**src/rtl/core/modular_inverse_ext_euclid_unit_defines.svh**
```systemverilog
// Assertion macros for the modular inverse unit.
`ifndef MODULAR_INVERSE_EXT_EUCLID_UNIT_DEFINES_SVH
`define MODULAR_INVERSE_EXT_EUCLID_UNIT_DEFINES_SVH
`ifndef SYNTH
`define MI_ASSERT(label, clk, rst, prop, msg) \
  label: assert property (@(posedge clk) disable iff (rst) prop) else $error(msg);
`define MI_ASSERT_NR(label, clk, prop, msg) \
  label: assert property (@(posedge clk) prop) else $error(msg);
`else
`define MI_ASSERT(label, clk, rst, prop, msg)
`define MI_ASSERT_NR(label, clk, prop, msg)
`endif
`endif

```
**src/rtl/core/mie_pkg.sv**
```systemverilog
// ----------------------------------------------------------------------------
// mie_pkg
// Shared types for the modular inverse unit.
// ----------------------------------------------------------------------------
package mie_pkg;

  typedef enum logic [2:0] {
    ST_IDLE,
    ST_LOAD,
    ST_REDUCE,
    ST_DIV,
    ST_UPDATE,
    ST_FIX,
    ST_DONE
  } mie_state_t;

  // controller -> datapath
  typedef struct packed {
    logic load;      // capture operands
    logic div_start; // start a division r0 / r1 (or v / m when reduce)
    logic reduce;    // division is the initial v mod m
    logic reduce_wr; // write reduction result into r1
    logic update;    // one Euclid round
    logic fix;       // final correction
  } mie_cmd_t;

  // datapath -> controller
  typedef struct packed {
    logic div_busy;
    logic r1_zero;
    logic bad_mod;
  } mie_sts_t;

endpackage

```
**src/rtl/core/mie_div.sv**
```systemverilog
// ----------------------------------------------------------------------------
// mie_div
// Restoring divider, one quotient bit a cycle, with quotient * mcand
// built alongside by shift and add.
// ----------------------------------------------------------------------------
module mie_div #(
  parameter int W  = 41,
  parameter int PW = 42
) (
  input  logic                 clk,
  input  logic                 rst,
  input  logic                 start,
  input  logic [W-1:0]         dividend,
  input  logic [W-1:0]         divisor,
  input  logic signed [PW-1:0] mcand,   // held steady while busy
  output logic                 busy,
  output logic [W-1:0]         rem,
  output logic signed [PW-1:0] prod
);
  localparam int CW = $clog2(W + 1);

  logic [W-1:0]         q;
  logic [W:0]           r;
  logic [W-1:0]         d;
  logic [CW-1:0]        cnt;
  logic [W:0]           trial;
  logic [W:0]           shifted;
  logic signed [PW-1:0] p;
  logic signed [PW-1:0] p_add;

  assign shifted = {r[W-1:0], q[W-1]};
  assign trial   = shifted - {1'b0, d};
  // quotient bits arrive MSB first; each partial product is a prefix of q
  // times mcand, so it never exceeds the final product in magnitude
  assign p_add   = trial[W] ? '0 : mcand;

  always_ff @(posedge clk) begin
    if (rst) begin
      busy <= 1'b0;
      cnt  <= '0;
    end else if (start) begin
      busy <= 1'b1;
      cnt  <= CW'(W);
      q    <= dividend;
      r    <= '0;
      d    <= divisor;
      p    <= '0;
    end else if (busy) begin
      if (trial[W]) begin
        r <= shifted;
        q <= {q[W-2:0], 1'b0};
      end else begin
        r <= trial;
        q <= {q[W-2:0], 1'b1};
      end
      p   <= (p <<< 1) + p_add;
      cnt <= cnt - 1'b1;
      if (cnt == CW'(1)) busy <= 1'b0;
    end
  end

  assign rem  = r[W-1:0];
  assign prod = p;
endmodule

```
**src/rtl/core/mie_datapath.sv**
```systemverilog
// ----------------------------------------------------------------------------
// mie_datapath
// Remainder and coefficient registers, divider and round update.
// ----------------------------------------------------------------------------
module mie_datapath
  import mie_pkg::*;
#(
  parameter int WIDTH = 40
) (
  input  logic             clk,
  input  logic             rst,
  input  mie_cmd_t         cmd,
  input  logic [WIDTH-1:0] value,
  input  logic [WIDTH:0]   modulus,
  output mie_sts_t         sts,
  output logic [WIDTH-1:0] inverse,
  output logic             no_inverse
);
  localparam int MW = WIDTH + 1;
  localparam int TW = WIDTH + 2;

  logic [MW-1:0] m, r0, r1, v;
  logic signed [TW-1:0] t0, t1;
  logic [MW-1:0] rem;
  logic [MW-1:0] m_sat;
  logic signed [TW-1:0] qt;
  logic signed [TW-1:0] t_fix;

  assign m_sat = (modulus > {1'b1, {WIDTH{1'b0}}}) ? {1'b1, {WIDTH{1'b0}}} : modulus;

  // q*t1 is built inside the divider as the quotient bits come out;
  // |q*t1| stays at or below m, so TW bits hold it
  mie_div #(.W(MW), .PW(TW)) u_div (
    .clk(clk), .rst(rst), .start(cmd.div_start),
    .dividend(cmd.reduce ? v : r0),
    .divisor(cmd.reduce ? m : r1),
    .mcand(t1),
    .busy(sts.div_busy), .rem(rem), .prod(qt)
  );

  assign t_fix = t0 + $signed({1'b0, m});

  always_ff @(posedge clk) begin
    if (cmd.load) begin
      m  <= m_sat;
      v  <= {1'b0, value};
      r0 <= m_sat;
      t0 <= '0;
      t1 <= TW'(1);
    end
    if (cmd.reduce_wr) r1 <= rem;
    if (cmd.update) begin
      r0 <= r1;
      r1 <= rem;
      t0 <= t1;
      t1 <= t0 - qt;
    end
    if (cmd.fix) begin
      if (r0 == MW'(1) && m >= MW'(2)) begin
        no_inverse <= 1'b0;
        inverse    <= t0[TW-1] ? t_fix[WIDTH-1:0] : t0[WIDTH-1:0];
      end else begin
        no_inverse <= 1'b1;
        inverse    <= '0;
      end
    end
  end

  assign sts.r1_zero = (r1 == '0);
  assign sts.bad_mod = (m < MW'(2));
endmodule

```
**config.mk**
```make
export PLATFORM = sky130hd
export DESIGN_NAME = mie_datapath
export DESIGN_NICKNAME = d
export VERILOG_FILES = /design/src/rtl/core/modular_inverse_ext_euclid_unit_defines.svh /design/src/rtl/core/mie_pkg.sv /design/src/rtl/core/mie_div.sv /design/src/rtl/core/mie_datapath.sv
export SDC_FILE = /design/constraint.sdc
export NUM_CORES = 1
export LEC_CHECK = 0
export ABC_AREA = 1
export BUFFER_PORTS_ARGS = -buffer_cell sky130_fd_sc_hd__buf_2
export CORE_MARGIN = 2
export CORE_UTILIZATION = 35
export DETAILED_ROUTE_END_ITERATION = 10
export PLACE_DENSITY_LB_ADDON = 0.25
export SLEW_MARGIN = 0
export SYNTH_ARGS = -nofsm -noshare
export SYNTH_HDL_FRONTEND = slang
export SYNTH_SLANG_ARGS = --single-unit
```
**constraint.sdc**
```tcl
create_clock -name clk -period 7.72 [get_ports clk]
set_input_delay 1.158 -clock clk [delete_from_list [all_inputs] [get_ports clk]]
set_output_delay 1.158 -clock clk [all_outputs]
set_load 0.05 [all_outputs]
```
* Word level (Yosys, flattened, before mapping) *
Index checks and enable logic that the tools add are counted.

storage, ports and cells
  output and inout bits = 44
  logic and storage cells = 59
  input bits = 89
  register bits = 460

cells by class
  bitwise gates (word level) = 1
  mux-type cells = 25
  reduce and logical (&&, ||, !) cells = 8
  eq/ne operators = 2
  $lt $le $gt $ge = 3
  add/sub/neg operators = 5

operator list
  kind                                                                            number
  41-bit two-way mux                                                              11
  42-bit two-way mux                                                              6
  42-bit adder                                                                    1
  42-bit by 41-bit subtractor with 42-bit output                                  1
  42-bit subtractor                                                               1
  41-bit by 1-bit equality test with 1-bit output (second input constant)         1
  41-bit by 2-bit >= comparator with 1-bit output (second input constant)         1
  41-bit greater-than comparator (second input constant)                          1
  41-bit zero test                                                                1
  41-bit by 2-bit less-than comparator with 1-bit output (second input constant)  1
  40-bit adder                                                                    1
  40-bit two-way mux                                                              1
  6-bit two-way mux                                                               2
  6-bit by 1-bit equality test with 1-bit output (second input constant)          1
  2-bit nonzero test                                                              3
  6-bit by 1-bit subtractor with 6-bit output (second input constant)             1
  1-bit two-way mux                                                               5
  2-bit AND reduction                                                             2
  2-bit OR reduction                                                              1
  1-bit logical AND                                                               1
  1-bit NOT                                                                       1

* Longest topological paths before layout *
  word-level depth = 4
  mapped depth = 30
  mapped depth without buffers = 29

* Hierarchy *
Synthesis repeated with hierarchy kept, for this count alone.

second synthesis, totals
  cells, all modules = 3825
  area total of the unflattened synthesis = 30133.9 um2

by module, submodules not included
  module        cells an instance  area each (um2)  sequential area each (um2)  instances
  mie_datapath  2247               17971.0          8648.3                      1
  mie_div       1578               12162.9          5094.9                      1

* Worst setup path before layout *
No wires, ideal clock.

  path type = input to register
  start = input cmd[4] in the netlist's numbering
  end = register u_div.p[0], in the netlist u_div.prod[0] (enable)
  path buffers = 1
  data arrival time = 6.621 ns
  library setup time = 0.610 ns
  stages on the path = 3
  setup slack = 0.490 ns
  data required time = 7.110 ns
  cell sequence = clkbuf_1 -> nor2_1 -> nor2_1

between the ends
  cells in the longest elaborated chain, start to end = 2

RTL lines
  item                                  line                source
  from (decl)                           mie_datapath.sv:12  input mie_cmd_t cmd,
  2-bit nonzero test (no source line)   -
  2-bit AND reduction (no source line)  -
  to (signal assigned)                  mie_div.sv:56       p <= (p <<< 1) + p_add;
  to (decl)                             mie_div.sv:28       logic signed [PW-1:0] p;

No other way between the ends.
A chain may end at the register's enable or synchronous reset.

* Final worst setup path *
  start = register u_div.r[31]
  end = register u_div.p[29], in the netlist u_div.prod[29] (data pin)

between the ends
  cells in the longest elaborated chain, start to end = 4

RTL lines
  item                                            line           source
  from (decl)                                     mie_div.sv:23  logic [W:0] r;
  from (signal assigned)                          mie_div.sv:50  r <= shifted;
  from (signal assigned)                          mie_div.sv:53  r <= trial;
  42-bit by 41-bit subtractor with 42-bit output  mie_div.sv:32  assign trial = shifted - {1'b0, d};
  42-bit two-way mux                              mie_div.sv:35  assign p_add = trial[W] ? '0 : mcand;
  42-bit adder                                    mie_div.sv:56
  42-bit two-way mux                              mie_div.sv:48  end else if (busy) begin

No other way between the ends. The select of a mux whose other input is x is not followed.

==> metrics.yaml <==
initialDrtViolationCount: 2560
ys_types: 51
finalHoldViolCount: 0
start_kind: "register"
cts_setup_buffers: 0
synthAdderAreaFrac_pct: 7.25
synthSimpleGateAreaFrac_pct: 19.6
firstDrtPassIters: 5
routed_via_density: 5.19
path_clk_slew_ns: 0.07
fin_crit_ns: 4.87
max_freq_mhz: 205
power.switching_mw: 2.97
synth_area_leaders: "edfxtp_1 47%, nand2_1 8.4%, inv_1 7.0%"
pre_cts_ws_ns: 2.88
power_density_nw_per_um2: 254
worst_slack_ns: 2.85
antenna_found_initial: 0
grt_overflow: 0
p_int_mw: 5.39
coreArea_um2: 83200
synth_top_family_by_area: "simple AND/OR/NAND/NOR gates"
synth-edff-count: 453
ys_seq_elements: 460
syn_area_um2: 29300
synth-xor-area-share_pct: 1.47
synth_nets: 3838
cts_buffer_depth: 3
synth_top_area_cell: "edfxtp_1"
grt_max_degree: 125
endpoint_kind: "register"
antenna_left: 0
post_cts_resized: 0
nNetsFinal: 3959
combPwrFrac_pct: 27.7
path_max_fanout: 23
sequentialPowerShare_pct: 39.8
fp.dieH_um: 293
dieWidth_um: 293
final_max_slew_viol_count: 0
syn_inst: 3582
syn_avg_cell_area_um2: 8.17
cts-buffers-inserted: 53
final_layout_size_suffix_gt1_share_pct: 8.30
cts-root-buf: "clkbuf_16"
grt_pass1_wl_mm: 144
grt_pass1_vias: 23700
hold_buffers: 0
cts_tree: "yes"
numClockSinks: 460
drv_cap: 0
finalSetupTns_ns: 0
synth_compound_area_share_pct: 16.2
cp.arrival_ns: 5.37
p_leak_nw: 14.3
grt_usage_pct: 22.1
status: "finished clean"
fillers: 8554
wire_per_inst_um: 20.1
relSlewSlack_pct: 25.8
synth_common_cells: "658 x nand2_1, 549 x inv_1, 491 x nor2_1"
fin_crit_sh_pct: 63.1
area_growth_pct: 12.5
io_buffers: 132
synth_ff_type: "edfxtp_1"
initial_core_util_pct: 35.2
die_area_um2: 85900
ir_drop_mv: 0.170
drt_wl_total_mm: 96.8
yosysMostFrequentCell: "nand2_1"
rsz0062_at_grt: "false"
sw_frac_of_total_pct: 35.5
htreeDepth: 2
yosysSeqAreaShare_pct: 47.0
cp.required_ns: 8.22
antenna-diode-count: 0
vias: 25100
crit_type: "register to register"
clkLatencyLatePin_ns: 0.64
drc: 0
rows: 106
place_congestion: 0.964
muxShareOfSynthArea_pct: 0
worst_slew_pin_slew_ns: 1.11
final-setup-viol-count: 0
clkPwrFrac_pct: 32.5
pin_count: 133
finClkSkew_ns: 0.0485
synth_warnings: 0
dpl.hpwl_mm: 75.4
ys_async_sr_fraction_pct: 0
min_path_type: "register to register"
synth_top_area_share_pct: 46.5
## power groups by stage
stage	clock (mW)	combinational (mW)	sequential [mW]
2_1_floorplan	0	1.61	3.26
3_3_place_gp	0	2.28	3.36
3_5_place_dp	0	2.27	3.37
4_1_cts	2.76	2.28	3.32
5_1_grt	2.85	2.59	3.34
6_report	2.72	2.31	3.33
## per-layer routing
metal	global-route usage (%)	vias to the layer above	share of wire [%]
li1	-	12300	-
met5	0	-	0
met4	5.05	0	2.1
met1	33.8	11800	49
met2	33.0	805	42
met3	2.81	106	7.0
## final cells by class
type                    count  area (um2)  share of cell area [%]
inverters                 561        2110                    6.40
multi-input cells        2478       13000                    39.6
flip-flops and latches    460       13700                    41.8
repair buffers            149         803                    2.44
clock buffers              57        1340                    4.07
clock inverters            40         523                    1.59
well taps                1080        1350                    4.11
## cell families after synthesis
group,after synthesis
and+or+nand+nor,1401
AOI/OAI and AO/OA,861
buffers and inverters,644
DFF,460
adders and majority gates,167
xor gates and xnor gates,49
## sequential cells by signal (all words and copies together) (netlist names)
name and flops:
u_div.cnt 6, no_inverse 1, u_div.busy 1, u_div.q 41, inverse 40, u_div.r 41, u_div.d 41, t1 42
r1 41, r0 41, m 41, u_div.prod 42, v 40, t0 42
## metrics by stage
step / hold WS (ns) / utilization [%] / instances / power (mW) / cell area, um2
after floorplan: 0.444 / - / 3582 / 4.87 / 29300
after global placement: 0.457 / 37.3 / 4728 / 5.64 / 31100
after detailed placement: 0.463 / 37.3 / 4728 / 5.63 / 31100
after CTS: 0.475 / 39.6 / 4825 / 8.36 / 32900
after global routing: 0.494 / 39.6 / 4825 / 8.79 / 32900
final: 0.468 / 39.6 / 4825 / 8.36 / 32900
## cell usage in the layout (no fill, tap or decap), drive strengths merged, types with 2 or more instances in the layout
cell type  instances
a211oi             9
a21boi            12
a21o              18
a21oi            325
a221oi             2
a22oi              2
a31oi             33
and2               3
and3               5
buf              149
bufinv            10
clkbuf            57
clkinv            27
dfxtp              7
edfxtp           453
fa                 4
ha               163
inv              563
nand2            666
nand3            105
nand3b             2
nand4             31
nor2             497
nor3              37
nor4              43
o211ai             7
o21a              11
o21ai            409
o21bai            26
o221ai             3
o31ai              3
or2               10
xnor2             22
xor2              27
## critical path, cell delays in order (launching register included)
cell,delay [ns]
edfxtp_1,0.43
ha_1,0.38
nand2_2,0.16
inv_2,0.04
a21oi_1,0.20
nand2_1,0.12
a21oi_2,0.22
nand4_1,0.19
nand2_2,0.43
buf_4,0.40
nor2_1,0.08
ha_1,0.27
fa_1,0.50
nand2_1,0.13
o21ai_1,0.11
inv_1,0.12
nor2_1,0.05
nor2_1,0.22
o21ai_1,0.18
a21oi_1,0.26
o21ai_1,0.08
a21oi_1,0.16
## path summary, 6_finish.rpt
path	start	to	slack [ns]	depth (start not counted)
setup reg to reg	u_div.r[31]	u_div.prod[29]	2.85	21
setup / recovery	u_div.r[31]	u_div.prod[29]	2.85	21
hold / removal	u_div.r[36]	r1[36]	0.47	0
hold reg to reg	u_div.r[36]	r1[36]	0.47	0
Note: power is estimated with default switching activity, not from simulation.
