[config.mk]
export PLATFORM = sky130hd
export DESIGN_NAME = mie_ctrl
export DESIGN_NICKNAME = d
export VERILOG_FILES = /design/src/rtl/core/mie_pkg.sv /design/src/rtl/core/mie_ctrl.sv
export VERILOG_INCLUDE_DIRS = /design/src /design/src/rtl/core
export SDC_FILE = /design/constraint.sdc
export NUM_CORES = 1
export LEC_CHECK = 0
export BUFFER_PORTS_ARGS = -buffer_cell sky130_fd_sc_hd__buf_2
export CORE_AREA = 2 2 39 41
export CTS_CLUSTER_DIAMETER = 60
export DETAILED_ROUTE_END_ITERATION = 8
export DIE_AREA = 0 0 41 43
export GPL_TIMING_DRIVEN = 0
export PLACE_DENSITY_LB_ADDON = 0.12
export SLEW_MARGIN = 5
export SYNTH_ARGS = -nofsm -noshare
export SYNTH_HDL_FRONTEND = slang
export SYNTH_SLANG_ARGS = --single-unit
[constraint.sdc]
create_clock -name clk -period 1.4 [get_ports clk]
set_clock_uncertainty 0.15 [all_clocks]
set_input_delay 0 -clock clk [delete_from_list [all_inputs] [get_ports clk]]
set_output_delay 0 -clock clk [all_outputs]
set_load 0.01 [all_outputs]
[src/rtl/core/modular_inverse_ext_euclid_unit_defines.svh]
// Assertion macros for the modular inverse unit.
`ifndef MODULAR_INVERSE_EXT_EUCLID_UNIT_DEFINES_SVH
`define MODULAR_INVERSE_EXT_EUCLID_UNIT_DEFINES_SVH
`ifndef SYNTH
`define MI_ASSERT(label, clk, rst, prop, msg) \
  label: assert property (@(posedge clk) disable iff (rst) prop) else $error(msg);
`define MI_ASSERT_NR(label, clk, prop, msg) \
  label: assert property (@(posedge clk) prop) else $error(msg);
`else
`define MI_ASSERT(label, clk, rst, prop, msg)
`define MI_ASSERT_NR(label, clk, prop, msg)
`endif
`endif

[src/rtl/core/mie_pkg.sv]
// ----------------------------------------------------------------------------
// mie_pkg
// Shared types for the modular inverse unit.
// ----------------------------------------------------------------------------
package mie_pkg;

  typedef enum logic [2:0] {
    ST_IDLE,
    ST_LOAD,
    ST_REDUCE,
    ST_DIV,
    ST_UPDATE,
    ST_FIX,
    ST_DONE
  } mie_state_t;

  // controller -> datapath
  typedef struct packed {
    logic load;      // capture operands
    logic div_start; // start a division r0 / r1 (or v / m when reduce)
    logic reduce;    // division is the initial v mod m
    logic reduce_wr; // write reduction result into r1
    logic update;    // one Euclid round
    logic fix;       // final correction
  } mie_cmd_t;

  // datapath -> controller
  typedef struct packed {
    logic div_busy;
    logic r1_zero;
    logic bad_mod;
  } mie_sts_t;

endpackage

[src/rtl/core/mie_ctrl.sv]
// ----------------------------------------------------------------------------
// mie_ctrl
// Sequencer for the Euclid rounds and the output handshake.
// ----------------------------------------------------------------------------
`include "modular_inverse_ext_euclid_unit_defines.svh"
module mie_ctrl
  import mie_pkg::*;
(
  input  logic     clk,
  input  logic     rst,
  input  logic     in_valid,
  output logic     in_ready,
  output logic     out_valid,
  input  logic     out_ready,
  input  mie_sts_t sts,
  output mie_cmd_t cmd
);
  mie_state_t state, state_next;

  always_ff @(posedge clk) begin
    if (rst) state <= ST_IDLE;
    else     state <= state_next;
  end

  always_comb begin
    state_next = state;
    cmd        = '0;
    in_ready   = 1'b0;
    out_valid  = 1'b0;
    case (state)
      ST_IDLE: begin
        in_ready = 1'b1;
        if (in_valid) begin
          cmd.load   = 1'b1;
          state_next = ST_LOAD;
        end
      end
      ST_LOAD: begin
        if (sts.bad_mod) state_next = ST_FIX;
        else begin
          cmd.div_start = 1'b1;
          cmd.reduce    = 1'b1;
          state_next    = ST_REDUCE;
        end
      end
      ST_REDUCE: begin
        if (!sts.div_busy) begin
          cmd.reduce_wr = 1'b1;
          state_next    = ST_DIV;
        end
      end
      ST_DIV: begin
        if (sts.r1_zero) state_next = ST_FIX;
        else begin
          cmd.div_start = 1'b1;
          state_next    = ST_UPDATE;
        end
      end
      ST_UPDATE: begin
        if (!sts.div_busy) begin
          cmd.update = 1'b1;
          state_next = ST_DIV;
        end
      end
      ST_FIX: begin
        cmd.fix    = 1'b1;
        state_next = ST_DONE;
      end
      ST_DONE: begin
        out_valid = 1'b1;
        if (out_ready) state_next = ST_IDLE;
      end
      default: state_next = ST_IDLE;
    endcase
  end

  `MI_ASSERT(a_in_idle, clk, rst, in_ready |-> state == ST_IDLE, "accept outside idle")
  `MI_ASSERT(a_excl, clk, rst, !(in_ready && out_valid), "ready and valid together")
  `MI_ASSERT(a_fix, clk, rst, cmd.fix |=> out_valid, "result not shown after fix")
  `MI_ASSERT_NR(a_rst, clk, rst |=> state == ST_IDLE, "reset not to idle")
endmodule

# After elaboration in Yosys (flattened, before gate mapping)
# Index checks and enable logic that the tools add are counted.
# Widths: inputs -> output; s select.
[totals]
regBits = 3
latchBits = 0
ramBits = 0
mem_bits_ro = 0
in_bits = 7
n_memories = 0
[classes]
n_addsub = 0
mul = 0
div = 0
magnitude_cmp = 0
n_eq_ne = 9
shifts = 0
mux = 18
n_bitwise = 0
reduce_logical = 3
[ops]
columns = ["cell", "n"]
rows = [
  ["$pmux 3 s6", 1],
  ["$mux 3", 4],
  ["$mux 1", 11],
  ["$eq 3x3->1 const B", 3],
  ["$eq 3x2->1 const B", 2],
  ["$ne 2x2->1 const B", 3],
  ["$eq 3x1->1 const B", 1],
  ["$logic_not 3->1", 1],
  ["$reduce_and 3->1", 1],
  ["$mux 2", 1],
  ["$pmux 1 s2", 1],
  ["$reduce_or 2->1", 1],
]

# Depth between registers and ports, before layout
# Gate-level depths: netlist of run 1.
[logic_depth]
depth_word = 4
depth_mapped = 5

# Least setup slack after synthesis of run 1
# Ideal clock, no wire load.
[synth_timing]
kind = "register -> output"
startpoint = "register state[2]"
endpoint = "output port cmd[5] in the netlist's numbering"
arrival_time_ps = 998
required_time_ps = 1250
slack_ps = 252
stages_incl_launch_ff = 4
n_path_buf = 1
cell_sequence = "dfxtp_1 buf_6 nor3_1 and2_1"
[synth_lines]
columns = ["item", "line_no", "text"]
rows = [
  ["start, declared", "mie_ctrl.sv:18", "mie_state_t state, state_next;"],
  ["start signal, assigned", "mie_ctrl.sv:22", "else state <= state_next;"],
  ["end, declared", "mie_ctrl.sv:16", "output mie_cmd_t cmd"],
]

==> run_results.csv, run 1 <==
group,metric,value,unit
worst_setup_path,r2r_end,"state[0]",
floorplan,die_height,43,um
worst_setup_path,cpPeakStageDelay,0.41,ns
routing,routed_wirelength,747,um
layout,largestRegisters,"state x3",
layout,final_layout_size_suffix_gt1_frac,0.450,
yosys,synthesis.instances,40,
routing,num_vias,336,
worst_setup_path,criticalPathCategory,"reg -> out",
routing,drtIter0Drc,6,
floorplan,fp.dieArea,1760,um2
timing,timing.final.ws_setup,0.0799,ns
worst_setup_path,timing.critical_path.arrival,1.17,ns
global_route,wire_length_of_the_first_global_routing_pass,1.20,mm
layout,largest_register,"state",
layout,mostFrequentLayoutCells,"sky130_fd_sc_hd__buf_2, sky130_fd_sc_hd__nor2_1, sky130_fd_sc_hd__nand2_1",
placement,dpl.hpwl,571,um
clock_network,clock_sink_count,3,
run_status,run_status,"completed",
power_and_ir_drop,static_leakage,0.192,nW
layout,layout_commonest_cell,"sky130_fd_sc_hd__buf_2",
run,cap_violations,0,
layout,fin_nets,68,
clock_network,cts_tree,"built",
clock_network,cts_buffer_depth,2,
clock_network,cts.repair.resized,0,
worst_setup_path,timing.rr.start,"state[2]",
placement,port_buffers,14,
global_route,global_route_congestion_overflow_total,0,
layout,insertedDiodeCount,0,
yosys,synth.cell_area,295,um2
placement,place.gp.congestion,0.684,
timing,hold_viol,0,
timing,slew_headroom,0.836,
clock_network,htreeDepth,1,
worst_hold_path,worst_hold_path.endpoint,"state[1]",
routing,drc,0,
timing,count_of_final_max_slew_check_failures,0,
worst_hold_path,whs_path_depth,4,
floorplan,core-area,1380,um2
worst_setup_path,crit_path_top_delay_cell,"sky130_fd_sc_hd__dfxtp_1",
worst_setup_path,path_max_fanout,10,
timing,fin_crit,1.32,ns
layout,layout.core_utilization,0.312,
power_and_ir_drop,power.density_cell_area,1010,nW/um2
layout,layout-area-overhead-vs-synth,46.2,%
floorplan,initial_utilization,0.213,
routing,final_antenna_net_count,0,
worst_setup_path,critPathCaptureType,"output port",
routing,average_wire_per_cell_in_the_routed_design,9.83,um
placement,minimum_setup_slack_after_placement,0.237,ns
yosys,synth.distinct_cells,21,
timing,setup_viol,0,
timing,rsz0062_at_grt,"yes",
worst_hold_path,worst_hold_path_type,"in -> reg",
routing,drt-pass1-iter-count,3,
worst_setup_path,crit_required,1.25,ns
clock_network,cts_inserted_buffers,3,
yosys,avgSynthCellArea,7.38,um2
worst_setup_path,crit_chain,"buf_6, nor4b_1, buf_2",
yosys,synth.net_count,47,
timing,maxClockFrequency,0.758,GHz
worst_setup_path,r2r_slack,0.24,ns
global_route,maximum_number_of_pins_on_one_net_before_global_route_repair,11,
global_route,antenna_found_initial,0,
global_route,gr_usage_total,0.0982,
layout,number_of_flip_flops_under_the_largest_register_name,3,
floorplan,placement_rows,14,
yosys,synth_seq_area_share,0.203,
power_and_ir_drop,vdd.ir_drop.worst,0.478,mV
timing,fin_crit_sh,0.943,
floorplan,die_width,41,um
clock_network,clk_latency,0.23,ns
worst_setup_path,launching_element_type_of_the_critical_path,"flop",
yosys,synth.ff_latch_count,3,
clock_network,path_clk_slew,0.03,ns
worst_setup_path,reg2regPathDepth,4,
clock_network,post_cts_buffers,0,
worst_hold_path,worst_min_path_start,"sts[2]",
routing,drt-vias-per-instance,4.42,
clock_network,cts_root_buf,"sky130_fd_sc_hd__clkbuf_4",
global_route,grt_pass1_vias,302,
floorplan,io_pins,15,
timing,tightest_slew,0.246,ns
yosys,yosysWarnings,0,
## power by group
| group | total [mW] | leakage [nW] | switching (mW) | internal [mW] |
|---|---|---|---|---|
| sequential | 0.106 | 0.0247 | 0.00883 | 0.0968 |
| clock | 0.148 | 0.0150 | 0.0411 | 0.107 |
| combinational | 0.183 | 0.152 | 0.0994 | 0.0841 |
| total | 0.437 | 0.192 | 0.149 | 0.287 |
## worst max-delay path by stage
| stage | end | cells after the start | startpoint |
|---|---|---|---|
| after floorplan | cmd[5] | 3 | state[2] |
| after global placement | state[0] | 4 | state[1] |
| after detailed placement | state[0] | 4 | state[2] |
| final | cmd[2] | 3 | state[1] |
| after global routing | cmd[5] | 4 | state[2] |
| after CTS | cmd[2] | 3 | state[1] |
## stage by stage
stage | setup TNS (ns) | cells | cell area (um2) | total power [mW] | hold slack, ns
2_1_floorplan | 0 | 40 | 295 | 0.235 | -0.103
3_3_place_gp | 0 | 70 | 385 | 0.291 | 0.0743
3_5_place_dp | 0 | 70 | 385 | 0.289 | 0.0751
4_1_cts | 0 | 76 | 432 | 0.449 | 0.0135
5_1_grt | -0.00866 | 76 | 432 | 0.475 | 0.0311
6_report | 0 | 76 | 432 | 0.437 | 0.0137
## logic make-up after synthesis
family,Yosys count,synth area share
and+or+nand+nor,21,0.364
buffers and inverters,6,0.161
DFF,3,0.203
AOI/OAI and AO/OA,10,0.271
## timing repair
item	4_1_cts	5_1_grt
endpoints found under the setup margin	0	1
hold buffers	2	0
hold endpoints to repair	3	0
## worst max-delay path: cells and delay by family, from the launching register on
family / cells / cell delay [ns]
buf+inv: 2 / 0.33
flops: 1 / 0.41
simple gates: 1 / 0.20
## synth_stat cells
cell type / number / share of area
sky130_fd_sc_hd__nand3_1: 1 / 0.017
sky130_fd_sc_hd__nor4b_1: 1 / 0.030
sky130_fd_sc_hd__and2_1: 1 / 0.021
sky130_fd_sc_hd__inv_4: 1 / 0.021
sky130_fd_sc_hd__nor3_1: 3 / 0.051
sky130_fd_sc_hd__inv_1: 1 / 0.013
sky130_fd_sc_hd__nand2_1: 4 / 0.051
sky130_fd_sc_hd__o2bb2a_2: 1 / 0.038
sky130_fd_sc_hd__nor2_1: 6 / 0.076
sky130_fd_sc_hd__a21oi_2: 2 / 0.059
sky130_fd_sc_hd__a21oi_1: 3 / 0.051
sky130_fd_sc_hd__o211ai_1: 1 / 0.025
sky130_fd_sc_hd__a2111oi_2: 1 / 0.051
sky130_fd_sc_hd__a211o_1: 1 / 0.030
sky130_fd_sc_hd__dfxtp_1: 3 / 0.20
sky130_fd_sc_hd__buf_6: 3 / 0.11
sky130_fd_sc_hd__inv_2: 1 / 0.013
sky130_fd_sc_hd__o21ai_0: 1 / 0.017
sky130_fd_sc_hd__nor3_2: 1 / 0.034
sky130_fd_sc_hd__nor4_1: 2 / 0.042
sky130_fd_sc_hd__nor2b_1: 2 / 0.042
## routing by layer
layer	up-vias	global-route usage	part of all wire
met2	9	0.141	0.42
met5	-	0	0
met3	0	0.0471	0.039
met4	0	0.0200	0
li1	181	-	-
met1	146	0.131	0.54
## cell type report
type	count	area, um2
Fill cell	164	952
Multi-Input combinational cell	31	188
Timing Repair Buffer	16	90.1
Sequential cell	3	60.1
Buffer	3	33.8
Clock buffer	4	26.3
Tap cell	16	20.0
Inverter	3	13.8
Note: power is estimated with default switching activity, not from simulation.
==> run 2, diff against run 1 <==
--- a/config.mk
+++ b/config.mk
@@ -13,6 +13,7 @@
 export DIE_AREA = 0 0 41 43
 export GPL_TIMING_DRIVEN = 0
 export PLACE_DENSITY_LB_ADDON = 0.12
+export SETUP_SLACK_MARGIN = 0.4
 export SLEW_MARGIN = 5
 export SYNTH_ARGS = -nofsm -noshare
 export SYNTH_HDL_FRONTEND = slang
==> run_results.csv, run 2 (same netlist as run 1, synthesis figures left out) <==
group,metric,value,unit
floorplan,fp.dieArea,1760,um2
worst_setup_path,path_max_fanout,5,
clock_network,cts_buffer_depth,2,
worst_hold_path,whs_path_depth,4,
routing,routed_wirelength,940,um
placement,dpl.hpwl,573,um
layout,number_of_flip_flops_under_the_largest_register_name,3,
timing,timing.setup.tns,0,ns
routing,drc,0,
worst_setup_path,critPathCaptureType,"output port",
layout,register_area,68.8,um2
layout,final.fill_count,150,
floorplan,initial_utilization,0.213,
worst_setup_path,timing.rr.start,"state[0]",
run_status,run_status,"finished with violations",
clock_network,cts_inserted_buffers,3,
layout,fin_nets,73,
routing,drt-vias-per-instance,4.73,
placement,cells_after_dpl,70,
power_and_ir_drop,power.density_cell_area,969,nW/um2
run,cap_violations,0,
routing,drt-pass1-iter-count,2,
layout,insertedDiodeCount,0,
routing,average_wire_per_cell_in_the_routed_design,11.6,um
layout,largest_register,"state",
power_and_ir_drop,static_leakage,0.237,nW
clock_network,clk_latency,0.24,ns
timing,tightest_slew,0.237,ns
layout,layout-area-overhead-vs-synth,87.3,%
timing,whs,-0.0603,ns
placement,place.gp.congestion,0.682,
layout,layout_commonest_cell,"sky130_fd_sc_hd__buf_2",
timing,rsz0062_at_grt,"yes",
run_status,failed_checks,"hold timing",
placement,minimum_setup_slack_after_placement,0.221,ns
power_and_ir_drop,total_power,0.536,mW
worst_setup_path,crit_required,1.25,ns
clock_network,clock_sink_count,3,
routing,final_antenna_net_count,0,
clock_network,cts-hold-fix-buffers,1,
global_route,wire_length_of_the_first_global_routing_pass,1.39,mm
worst_setup_path,crit_path_top_delay_cell,"sky130_fd_sc_hd__dfxtp_4",
power_and_ir_drop,vdd.ir_drop.worst,0.546,mV
worst_setup_path,criticalPathCategory,"reg -> out",
layout,final_layout_size_suffix_gt1_frac,0.708,
layout,fin_cells,81,
global_route,maximum_number_of_pins_on_one_net_before_global_route_repair,8,
global_route,antenna_found_initial,0,
global_route,grt_pass1_vias,330,
timing,fin_crit,1.28,ns
timing,setup_viol,0,
routing,drtIter0Drc,7,
floorplan,placement_rows,14,
timing,slew_headroom,0.842,
layout,mostFrequentLayoutCells,"sky130_fd_sc_hd__buf_2, sky130_fd_sc_hd__nor2_1, sky130_fd_sc_hd__buf_6",
worst_setup_path,cpPeakStageDelay,0.35,ns
layout,multi_input_area,245,um2
layout,layout.core_utilization,0.400,
routing,num_vias,383,
clock_network,cts_root_buf,"sky130_fd_sc_hd__clkbuf_4",
layout,largestRegisters,"state x3",
worst_setup_path,crit_chain,"buf_6, nor4b_2, buf_2",
floorplan,io_pins,15,
timing,fin_crit_sh,0.915,
timing,timing.final.ws_setup,0.120,ns
worst_setup_path,worst_setup_path_startpoint,"state[2]",
worst_setup_path,launching_element_type_of_the_critical_path,"flop",
global_route,global_route_congestion_overflow_total,0,
worst_hold_path,worst_min_path_start,"out_ready",
worst_setup_path,timing.critical_path.arrival,1.13,ns
worst_setup_path,reg2regPathDepth,6,
clock_network,cts_tree,"built",
timing,count_of_final_max_slew_check_failures,0,
floorplan,die_width,41,um
clock_network,path_clk_slew,0.04,ns
floorplan,die_height,43,um
timing,hold_viol,2,
placement,port_buffers,14,
timing,maxClockFrequency,0.781,GHz
floorplan,core-area,1380,um2
worst_hold_path,worst_hold_path_type,"in -> reg",
global_route,gr_usage_total,0.118,
clock_network,htreeDepth,1,
run 2: cell types whose count changed in the layout (fill, tap and decap cells not counted), moves of 2 or more:
cell / before / now
sky130_fd_sc_hd__buf_4: 0 / 3
sky130_fd_sc_hd__dfxtp_1: 3 / 0
sky130_fd_sc_hd__nor3_1: 3 / 0
sky130_fd_sc_hd__buf_6: 3 / 5
sky130_fd_sc_hd__dfxtp_4: 0 / 2
sky130_fd_sc_hd__nand2_1: 4 / 2
sky130_fd_sc_hd__nand2_2: 0 / 2
sky130_fd_sc_hd__nor3_2: 1 / 3
sky130_fd_sc_hd__nor4_1: 2 / 0
run 2: cell type report:
class	count	area share
plain buffers	3	0.0679
inverters	3	0.0339
clock buffers	4	0.0475
repair buffers	21	0.247
flip-flops and latches	3	0.124
well taps	16	0.0362
multi-input cells	31	0.443
run 2: worst max-delay path, delay by kind of cell (launching register included):
kind / cells / cell delay [ns]
buffers and inverters: 2 / 0.30
DFF: 1 / 0.35
and+or+nand+nor: 1 / 0.25
run 2: per-stage QoR:
step / area, um2 / hold WS, ns
3_3_place_gp: 400 / 0.0743
2_1_floorplan: 310 / -0.121
4_1_cts: 504 / -0.0555
6_report: 553 / -0.0603
5_1_grt: 553 / -0.0363
3_5_place_dp: 400 / 0.0737
run 2: repair_timing:
action	4_1_cts	5_1_grt
endpoints found under the hold margin	3	2
pin swaps	6	9
buffers inserted	4	1
setup endpoints to repair	11	11
resized for setup	12	9
cloned	1	0
run 2: worst paths after layout:
check                           slack [ns]        to
worst min register to register        0.42  state[2]
worst max register to register        0.14  state[2]
worst max-delay path                  0.12    cmd[2]
worst min-delay path                 -0.06  state[1]
run 2: where the power goes:
group	internal, mW	switching [mW]
combinational	0.135	0.134
sequential	0.0983	0.0132
clock	0.107	0.0488
total	0.340	0.196
run 2: layer usage:
layer,vias to the layer above,part of all wire,GRT usage,routed length (um)
li1,194,-,-,-
met1,179,0.45,0.166,424
met2,10,0.50,0.159,473
met3,0,0.045,0.0628,42
met4,0,0,0.0200,0
met5,-,0,0,0
